==> src/frf_pkg.sv <==
// Package for the ring-buffer FIR filter.
// Holds the command codes, the back-end state type and fixed field widths.
// No dependencies.
`default_nettype none

package frf_pkg;

  localparam int unsigned SLOT_W = 4;
  localparam int unsigned TAPS_W = 5;
  localparam logic [TAPS_W-1:0] TAPS_RESET = 5'd16;

  typedef enum logic [1:0] {
    CMD_SAMPLE = 2'd0,
    CMD_COEF   = 2'd1,
    CMD_CLEAR  = 2'd2
  } cmd_e;

  typedef enum logic [1:0] {
    ST_IDLE,
    ST_RUN,
    ST_WAIT
  } st_e;

endpackage

`default_nettype wire

==> src/frf_in_if.sv <==
// Input request channel of the FIR filter: valid/ready plus one request.
// Depends on frf_pkg for the slot width.
`default_nettype none

interface frf_in_if #(
  parameter int unsigned SW = 16,
  parameter int unsigned CW = 16
);
  logic                        valid;
  logic                        ready;
  logic [1:0]                  command;
  logic signed [SW-1:0]        sample_in;
  logic [frf_pkg::SLOT_W-1:0]  coef_slot;
  logic signed [CW-1:0]        coef_value;

  modport source (output valid, command, sample_in, coef_slot, coef_value, input ready);
  modport sink   (input valid, command, sample_in, coef_slot, coef_value, output ready);
endinterface

`default_nettype wire

==> src/frf_cmd_if.sv <==
// Classified request channel between the FIR front end and back end.
// Depends on frf_pkg for the command type and slot width.
`default_nettype none

interface frf_cmd_if #(
  parameter int unsigned SW = 16,
  parameter int unsigned CW = 16
);
  logic                        valid;
  logic                        ready;
  frf_pkg::cmd_e               op;
  logic signed [SW-1:0]        sample;
  logic [frf_pkg::SLOT_W-1:0]  slot;
  logic signed [CW-1:0]        value;

  modport source (output valid, op, sample, slot, value, input ready);
  modport sink   (input valid, op, sample, slot, value, output ready);
endinterface

`default_nettype wire

==> src/frf_out_if.sv <==
// Result channel of the FIR filter: valid/ready plus filtered value and flag.
// No dependencies.
`default_nettype none

interface frf_out_if #(
  parameter int unsigned SW = 16
);
  logic                  valid;
  logic                  ready;
  logic signed [SW-1:0]  filtered;
  logic                  saturated;

  modport source (output valid, filtered, saturated, input ready);
  modport sink   (input valid, filtered, saturated, output ready);
endinterface

`default_nettype wire

==> src/frf_cfg_if.sv <==
// Configuration write channel of the FIR filter (tap count register).
// Depends on frf_pkg for the register width.
`default_nettype none

interface frf_cfg_if;
  logic                        valid;
  logic                        ready;
  logic [frf_pkg::TAPS_W-1:0]  taps_in_use;

  modport source (output valid, taps_in_use, input ready);
  modport sink   (input valid, taps_in_use, output ready);
endinterface

`default_nettype wire

==> src/frf_ram.sv <==
// Generic single-write, single-read RAM with registered read data.
// No dependencies.
`default_nettype none

module frf_ram #(
  parameter int unsigned WIDTH = 16,
  parameter int unsigned DEPTH = 16
) (
  input  wire logic                                        clk_i,
  input  wire logic                                        we_i,
  input  wire logic [((DEPTH > 1) ? $clog2(DEPTH) : 1)-1:0] waddr_i,
  input  wire logic [WIDTH-1:0]                            wdata_i,
  input  wire logic [((DEPTH > 1) ? $clog2(DEPTH) : 1)-1:0] raddr_i,
  output logic      [WIDTH-1:0]                            rdata_o
);
  logic [WIDTH-1:0] mem_q [DEPTH];

  always_ff @(posedge clk_i) begin
    if (we_i) begin
      mem_q[waddr_i] <= wdata_i;
    end
    rdata_o <= mem_q[raddr_i];
  end
endmodule

`default_nettype wire

==> src/frf_front.sv <==
// FIR front end: accepts requests, drops unused codes, queues the rest.
// Depends on frf_pkg, frf_in_if and frf_cmd_if.
`default_nettype none

module frf_front #(
  parameter int unsigned SW = 16,
  parameter int unsigned CW = 16
) (
  input  wire logic clk_i,
  input  wire logic rst_ni,
  frf_in_if.sink    in_ch,
  frf_cmd_if.source cmd_ch
);
  typedef struct packed {
    frf_pkg::cmd_e               op;
    logic signed [SW-1:0]        sample;
    logic [frf_pkg::SLOT_W-1:0]  slot;
    logic signed [CW-1:0]        value;
  } entry_t;

  entry_t     fifo_q [2];
  logic       wr_ptr_q, wr_ptr_d;
  logic       rd_ptr_q, rd_ptr_d;
  logic [1:0] cnt_q, cnt_d;
  logic       keep;
  logic       push;
  logic       pop;
  entry_t     wr_entry;

  always_comb begin
    unique case (in_ch.command)
      frf_pkg::CMD_SAMPLE,
      frf_pkg::CMD_COEF,
      frf_pkg::CMD_CLEAR: keep = 1'b1;
      default:            keep = 1'b0;
    endcase
  end

  assign in_ch.ready = (cnt_q != 2'd2);
  assign push        = in_ch.valid && in_ch.ready && keep;
  assign pop         = cmd_ch.valid && cmd_ch.ready;

  assign wr_entry.op     = frf_pkg::cmd_e'(in_ch.command);
  assign wr_entry.sample = in_ch.sample_in;
  assign wr_entry.slot   = in_ch.coef_slot;
  assign wr_entry.value  = in_ch.coef_value;

  assign cmd_ch.valid  = (cnt_q != 2'd0);
  assign cmd_ch.op     = fifo_q[rd_ptr_q].op;
  assign cmd_ch.sample = fifo_q[rd_ptr_q].sample;
  assign cmd_ch.slot   = fifo_q[rd_ptr_q].slot;
  assign cmd_ch.value  = fifo_q[rd_ptr_q].value;

  always_comb begin
    wr_ptr_d = push ? ~wr_ptr_q : wr_ptr_q;
    rd_ptr_d = pop ? ~rd_ptr_q : rd_ptr_q;
    cnt_d    = cnt_q + {1'b0, push} - {1'b0, pop};
  end

  always_ff @(posedge clk_i or negedge rst_ni) begin
    if (!rst_ni) begin
      wr_ptr_q <= 1'b0;
      rd_ptr_q <= 1'b0;
      cnt_q    <= 2'd0;
    end else begin
      wr_ptr_q <= wr_ptr_d;
      rd_ptr_q <= rd_ptr_d;
      cnt_q    <= cnt_d;
    end
  end

  always_ff @(posedge clk_i) begin
    if (push) begin
      fifo_q[wr_ptr_q] <= wr_entry;
    end
  end
endmodule

`default_nettype wire

==> src/frf_back.sv <==
// FIR back end: coefficient loads, history clear and the tap-serial MAC.
// Depends on frf_pkg, frf_ram, frf_cmd_if, frf_out_if and frf_cfg_if.
`default_nettype none

module frf_back #(
  parameter int unsigned MAX_TAPS = 16,
  parameter int unsigned SW       = 16,
  parameter int unsigned CW       = 16
) (
  input  wire logic clk_i,
  input  wire logic rst_ni,
  frf_cmd_if.sink   cmd_ch,
  frf_cfg_if.sink   cfg_ch,
  frf_out_if.source out_ch
);
  localparam int unsigned TW      = frf_pkg::TAPS_W;
  localparam int unsigned IW      = (MAX_TAPS > 1) ? $clog2(MAX_TAPS) : 1;
  localparam int unsigned XW      = (IW > TW) ? IW : TW;
  localparam int unsigned TAP_CAP = (MAX_TAPS < 31) ? MAX_TAPS : 31;
  localparam int unsigned PW      = SW + CW;
  localparam int unsigned AW      = (PW + 5 < 64) ? PW + 5 : 64;

  frf_pkg::st_e state_q, state_d;

  logic [TW-1:0]       taps_q;
  logic [TW-1:0]       taps_act;
  logic [IW-1:0]       last_act;
  logic [IW-1:0]       wp_q;
  logic [IW-1:0]       wp_eff;
  logic [IW-1:0]       last_q;
  logic [IW-1:0]       i_q;
  logic [IW-1:0]       idx_q;
  logic [MAX_TAPS-1:0] hvalid_q;
  logic [MAX_TAPS-1:0] cvalid_q;

  logic cmd_ready;
  logic start;
  logic coef_we;
  logic clear;
  logic issue;
  logic finish;

  logic v1_q, l1_q, hv1_q, cv1_q;
  logic v2_q, l2_q;
  logic fin_q;

  logic        [SW-1:0] hist_rd;
  logic        [CW-1:0] coef_rd;
  logic signed [SW-1:0] h_m;
  logic signed [CW-1:0] c_m;
  logic signed [PW-1:0] prod_q;
  logic signed [AW-1:0] acc_q;
  logic signed [AW-1:0] prod_x;
  logic signed [AW-1:0] sum;
  logic signed [AW-1:0] acc_d;
  logic                 ovf;

  logic [AW-PW+1:0]     top;
  logic                 sat;
  logic signed [SW-1:0] y;
  logic                 out_valid_q;
  logic signed [SW-1:0] out_data_q;
  logic                 out_sat_q;
  logic                 out_take;

  // active tap count: zero counts as one, clamp at the ring size
  always_comb begin
    taps_act = taps_q;
    if (taps_q == '0) begin
      taps_act = TW'(1);
    end
    if (taps_act > TW'(TAP_CAP)) begin
      taps_act = TW'(TAP_CAP);
    end
  end

  assign last_act = IW'(taps_act - TW'(1));
  assign wp_eff   = (XW'(wp_q) >= XW'(taps_act)) ? '0 : wp_q;
  assign out_take = out_valid_q && out_ch.ready;

  always_comb begin
    state_d   = state_q;
    cmd_ready = 1'b0;
    start     = 1'b0;
    coef_we   = 1'b0;
    clear     = 1'b0;
    issue     = 1'b0;
    finish    = 1'b0;
    unique case (state_q)
      frf_pkg::ST_IDLE: begin
        if (cmd_ch.valid) begin
          unique case (cmd_ch.op)
            frf_pkg::CMD_SAMPLE: begin
              if (!out_valid_q || out_ch.ready) begin
                cmd_ready = 1'b1;
                start     = 1'b1;
                state_d   = frf_pkg::ST_RUN;
              end
            end
            frf_pkg::CMD_COEF: begin
              cmd_ready = 1'b1;
              coef_we   = (int'(cmd_ch.slot) < MAX_TAPS);
            end
            frf_pkg::CMD_CLEAR: begin
              cmd_ready = 1'b1;
              clear     = 1'b1;
            end
            default: begin
              cmd_ready = 1'b1;
            end
          endcase
        end
      end
      frf_pkg::ST_RUN: begin
        issue = 1'b1;
        if (i_q == last_q) begin
          state_d = frf_pkg::ST_WAIT;
        end
      end
      frf_pkg::ST_WAIT: begin
        if (fin_q) begin
          finish  = 1'b1;
          state_d = frf_pkg::ST_IDLE;
        end
      end
      default: begin
        state_d = frf_pkg::ST_IDLE;
      end
    endcase
  end

  assign cmd_ch.ready = cmd_ready;
  assign cfg_ch.ready = 1'b1;

  always_ff @(posedge clk_i or negedge rst_ni) begin
    if (!rst_ni) begin
      state_q <= frf_pkg::ST_IDLE;
    end else begin
      state_q <= state_d;
    end
  end

  frf_ram #(
    .WIDTH (SW),
    .DEPTH (MAX_TAPS)
  ) u_hist_ram (
    .clk_i   (clk_i),
    .we_i    (start),
    .waddr_i (wp_eff),
    .wdata_i (cmd_ch.sample),
    .raddr_i (idx_q),
    .rdata_o (hist_rd)
  );

  frf_ram #(
    .WIDTH (CW),
    .DEPTH (MAX_TAPS)
  ) u_coef_ram (
    .clk_i   (clk_i),
    .we_i    (coef_we),
    .waddr_i (IW'(cmd_ch.slot)),
    .wdata_i (cmd_ch.value),
    .raddr_i (i_q),
    .rdata_o (coef_rd)
  );

  // unwritten entries read as zero
  assign h_m = hv1_q ? signed'(hist_rd) : '0;
  assign c_m = cv1_q ? signed'(coef_rd) : '0;

  always_comb begin
    prod_x = AW'(prod_q);
    sum    = acc_q + prod_x;
    ovf    = (acc_q[AW-1] == prod_x[AW-1]) && (sum[AW-1] != acc_q[AW-1]);
    acc_d  = sum;
    if (ovf) begin
      acc_d = prod_x[AW-1] ? {1'b1, {(AW-1){1'b0}}} : {1'b0, {(AW-1){1'b1}}};
    end
  end

  // shift down by CW-1 and clamp to SW bits
  always_comb begin
    top = acc_q[AW-1:SW+CW-2];
    sat = !((&top) || !(|top));
    y   = acc_q[SW+CW-2:CW-1];
    if (sat) begin
      y = acc_q[AW-1] ? {1'b1, {(SW-1){1'b0}}} : {1'b0, {(SW-1){1'b1}}};
    end
  end

  always_ff @(posedge clk_i or negedge rst_ni) begin
    if (!rst_ni) begin
      taps_q      <= frf_pkg::TAPS_RESET;
      wp_q        <= '0;
      hvalid_q    <= '0;
      cvalid_q    <= '0;
      v1_q        <= 1'b0;
      l1_q        <= 1'b0;
      v2_q        <= 1'b0;
      l2_q        <= 1'b0;
      fin_q       <= 1'b0;
      out_valid_q <= 1'b0;
    end else begin
      if (cfg_ch.valid) begin
        taps_q <= cfg_ch.taps_in_use;
      end
      if (clear) begin
        hvalid_q <= '0;
        wp_q     <= '0;
      end else if (start) begin
        hvalid_q[wp_eff] <= 1'b1;
        wp_q             <= (wp_eff == last_act) ? '0 : wp_eff + IW'(1);
      end
      if (coef_we) begin
        cvalid_q[IW'(cmd_ch.slot)] <= 1'b1;
      end
      v1_q  <= issue;
      l1_q  <= issue && (i_q == last_q);
      v2_q  <= v1_q;
      l2_q  <= l1_q;
      fin_q <= v2_q && l2_q;
      if (finish) begin
        out_valid_q <= 1'b1;
      end else if (out_take) begin
        out_valid_q <= 1'b0;
      end
    end
  end

  always_ff @(posedge clk_i) begin
    if (start) begin
      last_q <= last_act;
      i_q    <= '0;
      idx_q  <= wp_eff;
      acc_q  <= '0;
    end else begin
      if (issue) begin
        i_q   <= i_q + IW'(1);
        idx_q <= (idx_q == '0) ? last_q : idx_q - IW'(1);
      end
      if (v2_q) begin
        acc_q <= acc_d;
      end
    end
    hv1_q  <= hvalid_q[idx_q];
    cv1_q  <= cvalid_q[i_q];
    prod_q <= h_m * c_m;
    if (finish) begin
      out_data_q <= y;
      out_sat_q  <= sat;
    end
  end

  assign out_ch.valid     = out_valid_q;
  assign out_ch.filtered  = out_data_q;
  assign out_ch.saturated = out_sat_q;
endmodule

`default_nettype wire

==> src/fir_filter_ring_buffer.sv <==
// Top level of the ring-buffer FIR filter: front end, request queue, MAC back end.
// Depends on frf_pkg, the channel interfaces, frf_front and frf_back.
//
// Channels: in_ch takes requests (command 0 sample, 1 coefficient load,
// 2 history clear; command 3 is dropped). out_ch gives one result per sample
// request: the sum shifted down to Q1.15 and clamped, plus a saturation flag.
// cfg_ch writes the tap count; it is always ready. Write it only while idle; the block does not enforce this.
// A two-entry queue separates request intake from the MAC back end, so
// loads and clears are absorbed while a sample is being filtered.
// A sample is filtered by the single shared multiply-accumulate unit, which
// walks one tap per cycle over the history RAM for T taps, T being the active
// tap count (1 to MAX_TAPS); the back end takes no new request until the
// current sample's result is registered. Coefficient loads and clears are
// handled while the back end is idle and do not leave the idle state.
// Reset clears history and coefficients through per-entry valid bits, zeroes
// the write position and sets the tap count to 16; there is no clearing pass.
// A stalled receiver holds the result register; the back end then holds the
// next sample request until the result is taken, and the queue fills.
`default_nettype none

module fir_filter_ring_buffer #(
  parameter int unsigned MAX_TAPS     = 16,
  parameter int unsigned SAMPLE_WIDTH = 16,
  parameter int unsigned COEF_WIDTH   = 16
) (
  input  wire logic clk_i,
  input  wire logic rst_ni,
  frf_in_if.sink    in_ch,
  frf_cfg_if.sink   cfg_ch,
  frf_out_if.source out_ch
);
  frf_cmd_if #(.SW(SAMPLE_WIDTH), .CW(COEF_WIDTH)) cmd_ch ();

  frf_front #(
    .SW (SAMPLE_WIDTH),
    .CW (COEF_WIDTH)
  ) u_front (
    .clk_i  (clk_i),
    .rst_ni (rst_ni),
    .in_ch  (in_ch),
    .cmd_ch (cmd_ch)
  );

  frf_back #(
    .MAX_TAPS (MAX_TAPS),
    .SW       (SAMPLE_WIDTH),
    .CW       (COEF_WIDTH)
  ) u_back (
    .clk_i  (clk_i),
    .rst_ni (rst_ni),
    .cmd_ch (cmd_ch),
    .cfg_ch (cfg_ch),
    .out_ch (out_ch)
  );

  a_sample_frees_out: assert property (@(posedge clk_i) disable iff (!rst_ni)
    (cmd_ch.valid && cmd_ch.ready && cmd_ch.op == frf_pkg::CMD_SAMPLE) |=> !out_ch.valid)
    else $error("sample started while a result was still pending");

  a_full_queue_valid: assert property (@(posedge clk_i) disable iff (!rst_ni)
    !in_ch.ready |-> cmd_ch.valid)
    else $error("front end stalls with an empty queue");

  a_result_after_busy: assert property (@(posedge clk_i) disable iff (!rst_ni)
    $rose(out_ch.valid) |-> $past(!cmd_ch.ready))
    else $error("result appeared without the back end being busy");
endmodule

`default_nettype wire

==> src/flat_wrapper.sv <==
// flat-port wrapper written by rule: the top's interface ports become plain ports
module fir_filter_ring_buffer_flat 
#(
  parameter int unsigned MAX_TAPS     = 16,
  parameter int unsigned SAMPLE_WIDTH = 16,
  parameter int unsigned COEF_WIDTH   = 16
)
  (clk_i, rst_ni, in_ch_valid, in_ch_command, in_ch_sample_in, in_ch_coef_slot, in_ch_coef_value, in_ch_ready, cfg_ch_valid, cfg_ch_taps_in_use, cfg_ch_ready, out_ch_valid, out_ch_filtered, out_ch_saturated, out_ch_ready);
  frf_in_if #(.SW((16)), .CW((16))) in_ch_i ();
  frf_cfg_if cfg_ch_i ();
  frf_out_if #(.SW((16))) out_ch_i ();
  input  wire logic clk_i;
  input  wire logic rst_ni;
  input wire logic [$bits(in_ch_i.valid)-1:0] in_ch_valid;
  input wire logic [$bits(in_ch_i.command)-1:0] in_ch_command;
  input wire logic [$bits(in_ch_i.sample_in)-1:0] in_ch_sample_in;
  input wire logic [$bits(in_ch_i.coef_slot)-1:0] in_ch_coef_slot;
  input wire logic [$bits(in_ch_i.coef_value)-1:0] in_ch_coef_value;
  output wire logic [$bits(in_ch_i.ready)-1:0] in_ch_ready;
  input wire logic [$bits(cfg_ch_i.valid)-1:0] cfg_ch_valid;
  input wire logic [$bits(cfg_ch_i.taps_in_use)-1:0] cfg_ch_taps_in_use;
  output wire logic [$bits(cfg_ch_i.ready)-1:0] cfg_ch_ready;
  output wire logic [$bits(out_ch_i.valid)-1:0] out_ch_valid;
  output wire logic [$bits(out_ch_i.filtered)-1:0] out_ch_filtered;
  output wire logic [$bits(out_ch_i.saturated)-1:0] out_ch_saturated;
  input wire logic [$bits(out_ch_i.ready)-1:0] out_ch_ready;
  assign in_ch_i.valid = in_ch_valid;
  assign in_ch_i.command = in_ch_command;
  assign in_ch_i.sample_in = in_ch_sample_in;
  assign in_ch_i.coef_slot = in_ch_coef_slot;
  assign in_ch_i.coef_value = in_ch_coef_value;
  assign in_ch_ready = in_ch_i.ready;
  assign cfg_ch_i.valid = cfg_ch_valid;
  assign cfg_ch_i.taps_in_use = cfg_ch_taps_in_use;
  assign cfg_ch_ready = cfg_ch_i.ready;
  assign out_ch_valid = out_ch_i.valid;
  assign out_ch_filtered = out_ch_i.filtered;
  assign out_ch_saturated = out_ch_i.saturated;
  assign out_ch_i.ready = out_ch_ready;
  fir_filter_ring_buffer #(.MAX_TAPS(MAX_TAPS), .SAMPLE_WIDTH(SAMPLE_WIDTH), .COEF_WIDTH(COEF_WIDTH)) u_core (.clk_i(clk_i), .rst_ni(rst_ni), .in_ch(in_ch_i), .cfg_ch(cfg_ch_i), .out_ch(out_ch_i));
endmodule
==> config.mk <==
export PLATFORM = sky130hd
export DESIGN_NAME = fir_filter_ring_buffer_flat
export DESIGN_NICKNAME = d
export VERILOG_FILES = /design/src/frf_pkg.sv /design/src/frf_in_if.sv /design/src/frf_cmd_if.sv /design/src/frf_out_if.sv /design/src/frf_cfg_if.sv /design/src/frf_ram.sv /design/src/frf_front.sv /design/src/frf_back.sv /design/src/fir_filter_ring_buffer.sv /design/src/flat_wrapper.sv
export SDC_FILE = /design/constraint.sdc
export NUM_CORES = 2
export LEC_CHECK = 0
export BUFFER_PORTS_ARGS = -buffer_cell sky130_fd_sc_hd__buf_2
export CELL_PAD_IN_SITES_DETAIL_PLACEMENT = 0
export CELL_PAD_IN_SITES_GLOBAL_PLACEMENT = 1
export CORE_ASPECT_RATIO = 1.5
export CORE_UTILIZATION = 45
export CTS_CLUSTER_DIAMETER = 30
export CTS_CLUSTER_SIZE = 8
export DETAILED_ROUTE_END_ITERATION = 16
export PLACE_DENSITY = 0.73
export SYNTH_ARGS = -nofsm -noshare
export SYNTH_HDL_FRONTEND = slang
export SYNTH_SLANG_ARGS = --single-unit
==> constraint.sdc <==
create_clock -name clk_i -period 21 [get_ports clk_i]
set_input_delay 3.15 -clock clk_i [delete_from_list [all_inputs] [get_ports clk_i]]
set_output_delay 3.15 -clock clk_i [all_outputs]
set_load 0.02 [all_outputs]
==> results.yml <==
detailed_routing:
  postRouteWirelength_um: 96590
  drt-initial-drc-count: 1629
  wire_per_inst_um: 23.13
  post_drt_via_cell_ratio: 5.484
  antenna_violating_nets_post_route: 0
  route.vias.total: 22902
  route.detailed.drc: 0
  drt_pass1_iterations: 5
clock_network:
  max-clock-path-buffers: 3
  postCtsHoldBufs: 0
  clk_latency_ns: 0.73
  cts_setup_buffers: 0
  clock-sinks: 773
  cts-htree-levels: 4
  clkSlewWorstSetupHoldPaths_ns: 0.04
  cts-buffers-inserted: 133
  clock_tree_from_tritoncts: "built"
  post_cts.resized_instances: 0
  root_buffer: "clkbuf_16"
critical_path:
  max_stage_delay_ns: 1.03
  critical-path-top-delay-family: "adder cells"
  worstSetupStartpoint: "u_core.u_back.hv1_q"
  worstSetupStartpointType: "flip-flop"
  crit_path_max_fo: 34
  setup.worst_path.end_class: "flip-flop"
  most_repeated_library_cell_on_the_critical_path: "fa_1"
  timing.critical_path.required_ns: 21.65
  worstPathCellList: "and2_1, nand2_1, fa_1, inv_1, fa_1, fa_1, fa_1, fa_1, inv_1, fa_1, inv_1, ha_1, a21oi_2, o21ai_1, or4_4, a221oi_4, nor2_2, o41a_1, o41ai_2, o21bai_1, a21oi_1, xnor2_1"
  timing.critical_path.slowest_stage_cell: "dfxtp_1"
  worstPathArrival_ns: 8.29
  path_buf_inv: 3
  setup.worst_path.class: "reg2reg"
  critical_path.reg2reg.startpoint: "u_core.u_back.hv1_q"
yosys:
  synth_xor_area_share_pct: 1.708
  synth_edf_count: 613
  synth.distinct_cells: 80
  dominantRegCellSynth: "edfxtp_1"
  postSynthAreaPerCell_um2: 14.26
  yosys-mux-area-fraction_pct: 10.75
  synth.cells.most_frequent: "edfxtp_1 (613), inv_1 (315), fa_1 (264)"
  synth_top_family_by_area: "adder cells"
  synth.largest_area_cell: "edfxtp_1"
  synth.yosys.seq_area_share_pct: 54.68
  syn-cell-area_um2: 40010
  async_reset_ff_share_pct: 6.856
  yosysMostFrequentCell: "edfxtp_1"
  post_synth_fa_ha_maj_area_fraction_pct: 17.31
  yosysTopAreaCellShare_pct: 46.01
  ys_top_cells_by_area: "edfxtp_1 (46%), fa_1 (13%), mux4_2 (9.6%)"
  yosys.area_share.simple_pct: 6.927
  synth_compound_gate_area_share_pct: 4.569
  syn-num-nets: 3249
  ys_ff_latch: 773
  syn-instance-count: 2806
  yosysWarnings: 0
final_layout:
  n_antenna_cell: 0
  num-nets-final: 3388
  finalNonFillerCells: 4176
  synthToLayoutAreaGrowth_pct: 14.83
  layout.cell_area.non_filler_um2: 45940
  share_of_layout_cells_above_drive_strength_1_pct: 18.09
  layout.core_utilization_pct: 52.29
sta:
  fin_crit_ns: 7.639
  final_tns_setup_ns: 0
  finalSetupViolations: 0
  timing.final.hold_violations: 0
  fin_skew_ns: 0.03265
  slew_headroom_pct: 26.04
  finalHoldWorstSlack_ns: 0.3492
  unrepaired_setup_endpoints_after_global_routing: "no"
  fmaxAchievable_ghz: 0.1309
  final_max_slew_viol_count: 0
  final_min_period_over_clock_period_pct: 36.38
  worstMarginPinSlew_ns: 1.109
power:
  cellPowerDensity_nw_per_um2: 129.4
  leakagePower_uw: 0.01795
  vdd_ir_drop_max_v: 0.0001063
die:
  initial_core_util_pct: 45.53
  die-width_um: 245.5
  die_y_um: 367.2
  fp-row-count: 133
  ioPinCount: 68
  design.core.area_um2: 87860
  floorplan.die_area_um2: 90130
min_path:
  worstHoldStart: "u_core.u_back.v1_q"
  min_path_type: "reg2reg"
global_route:
  overflow: 0
  antenna_found_initial: 2
  grt_pass1_vias: 25339
  grt_max_degree: 72
  grtUsageTotal_pct: 22.27
  grt_pass1_wl_um: 148500
place:
  detailed_place_hpwl_um: 64980
  place_area_um2: 41760
  weighted_congestion_reported_at_the_end_of_routability_driven_placement: 0.9796
  port-buffer-count: 66
  placed_cells_incl_taps: 3957
run_status:
  status: "completed"
flow_run:
  drv.max_cap_violation_count: 0
-- layer usage --
layer | GRT usage [%] | wire (µm) | vias up
met5 | 0 | 13 | -
met4 | 11.55 | 4837 | 2
met3 | 3.836 | 3971 | 228
met2 | 40.27 | 52340 | 700
met1 | 24.85 | 35420 | 11804
li1 | - | - | 10168
-- flip-flops by register name, indices dropped and copies added (netlist names), 5 cells and up --
signal and cells:
u_core.u_back.cvalid_q 16, u_core.u_back.u_coef_ram.mem_q 256, u_core.u_back.out_ch.filtered 16, u_core.u_back.u_hist_ram.mem_q 256
u_core.u_front.fifo_q 76, u_core.u_back.taps_q 5, u_core.u_back.acc_q 37, u_core.u_back.u_coef_ram.rdata_o 16
u_core.u_back.u_hist_ram.rdata_o 16, u_core.u_back.prod_q 32, u_core.u_back.hvalid_q 16
-- layout by cell type (no fill, tap or decap), types with 5 or more instances in the layout --
cell       synthesis  final
edfxtp_1         613    613
inv_1            315    315
fa_1             264    264
nor2_1           262    260
nand2_1          194    194
mux4_2           170    170
clkbuf_16          0    134
ha_1             131    131
dfxtp_1          107    104
a21oi_1           86     86
o21ai_0           68     68
buf_2              0     66
buf_4              1     53
dfrtp_1           52     51
xnor2_1           50     50
and2_1            47     47
mux2_2            40     40
clkbuf_1          96     36
a21o_1            35     35
nand3_1           30     30
xor2_1            28     28
nor3_1            20     20
or2_2             19     19
a31oi_1           12     12
nand2b_1          11     11
clkbuf_8           0     11
nor2b_1           10     10
clkinv_2           0     10
o21bai_1           9      9
and3_1             9      9
a211oi_1           8      8
o21a_1             8      8
nand4_1            6      6
o21ai_1            6      6
clkinv_16          0      6
nor3b_1            6      5
clkinv_4           0      5
-- power breakdown --
part,switching [µW],internal [µW],leakage (µW)
registers,157,1980,0.00711
logic,1060,754,0.00882
clock network,732,1260,0.00202
total,1950,3990,0.0180
-- final cells by class --
| type | count | area, µm² |
|---|---|---|
| timing repair buffer | 119 | 728.2 |
| clock buffer | 181 | 3640 |
| fill | 7293 | 41920 |
| tap | 1147 | 1435 |
| inverter | 316 | 1186 |
| clock inverter | 38 | 539.3 |
| multi-input combinational | 1602 | 16530 |
| sequential | 773 | 21880 |
-- worst register-to-register path, cell delays in order, from the launching register on --
cell and delay (ns):
dfxtp_1 1.03, and2_1 0.60, nand2_1 0.16, fa_1 0.56, inv_1 0.05, fa_1 0.50
fa_1 0.58, fa_1 0.43, fa_1 0.49, inv_1 0.05, fa_1 0.47, inv_1 0.04
ha_1 0.34, a21oi_2 0.16, o21ai_1 0.12, or4_4 0.46, a221oi_4 0.27, nor2_2 0.08
o41a_1 0.45, o41ai_2 0.31, o21bai_1 0.11, a21oi_1 0.19, xnor2_1 0.13
-- final timing paths --
| kind | endpoint | slack [ns] | depth (start not counted) |
|---|---|---|---|
| max in group asynchronous | u_core.u_back.taps_q[0] | 17.87 | 2 |
| worst max-delay path | u_core.u_back.prod_q[30] | 13.36 | 22 |
| worst max register to register | u_core.u_back.prod_q[30] | 13.36 | 22 |
| worst min register to register | u_core.u_back.v2_q | 0.35 | 0 |
| worst min-delay path | u_core.u_back.v2_q | 0.35 | 0 |
| min in group asynchronous | u_core.u_back.out_ch.valid | 2.56 | 2 |
-- cells by family (layout without fill, tap and decap cells) --
| family | count (synthesis) | in the layout |
|---|---|---|
| flip-flops | 773 | 773 |
| AND/OR/NAND/NOR | 630 | 630 |
| buffers and inverters | 431 | 654 |
| adder cells (fa/ha/maj) | 395 | 395 |
| AO/OA/AOI/OAI | 286 | 286 |
| multiplexers | 212 | 212 |
| XOR/XNOR | 78 | 78 |
| other | 1 | 1 |
-- stage by stage --
stage	total power [µW]	worst slack (ns)
floorplan	3438	14.32
global placement	3937	13.40
detailed placement	3991	13.40
CTS	6010	13.39
global route	6258	12.92
finish	5947	13.36
No activity file was read; power rests on OpenSTA's default activity.
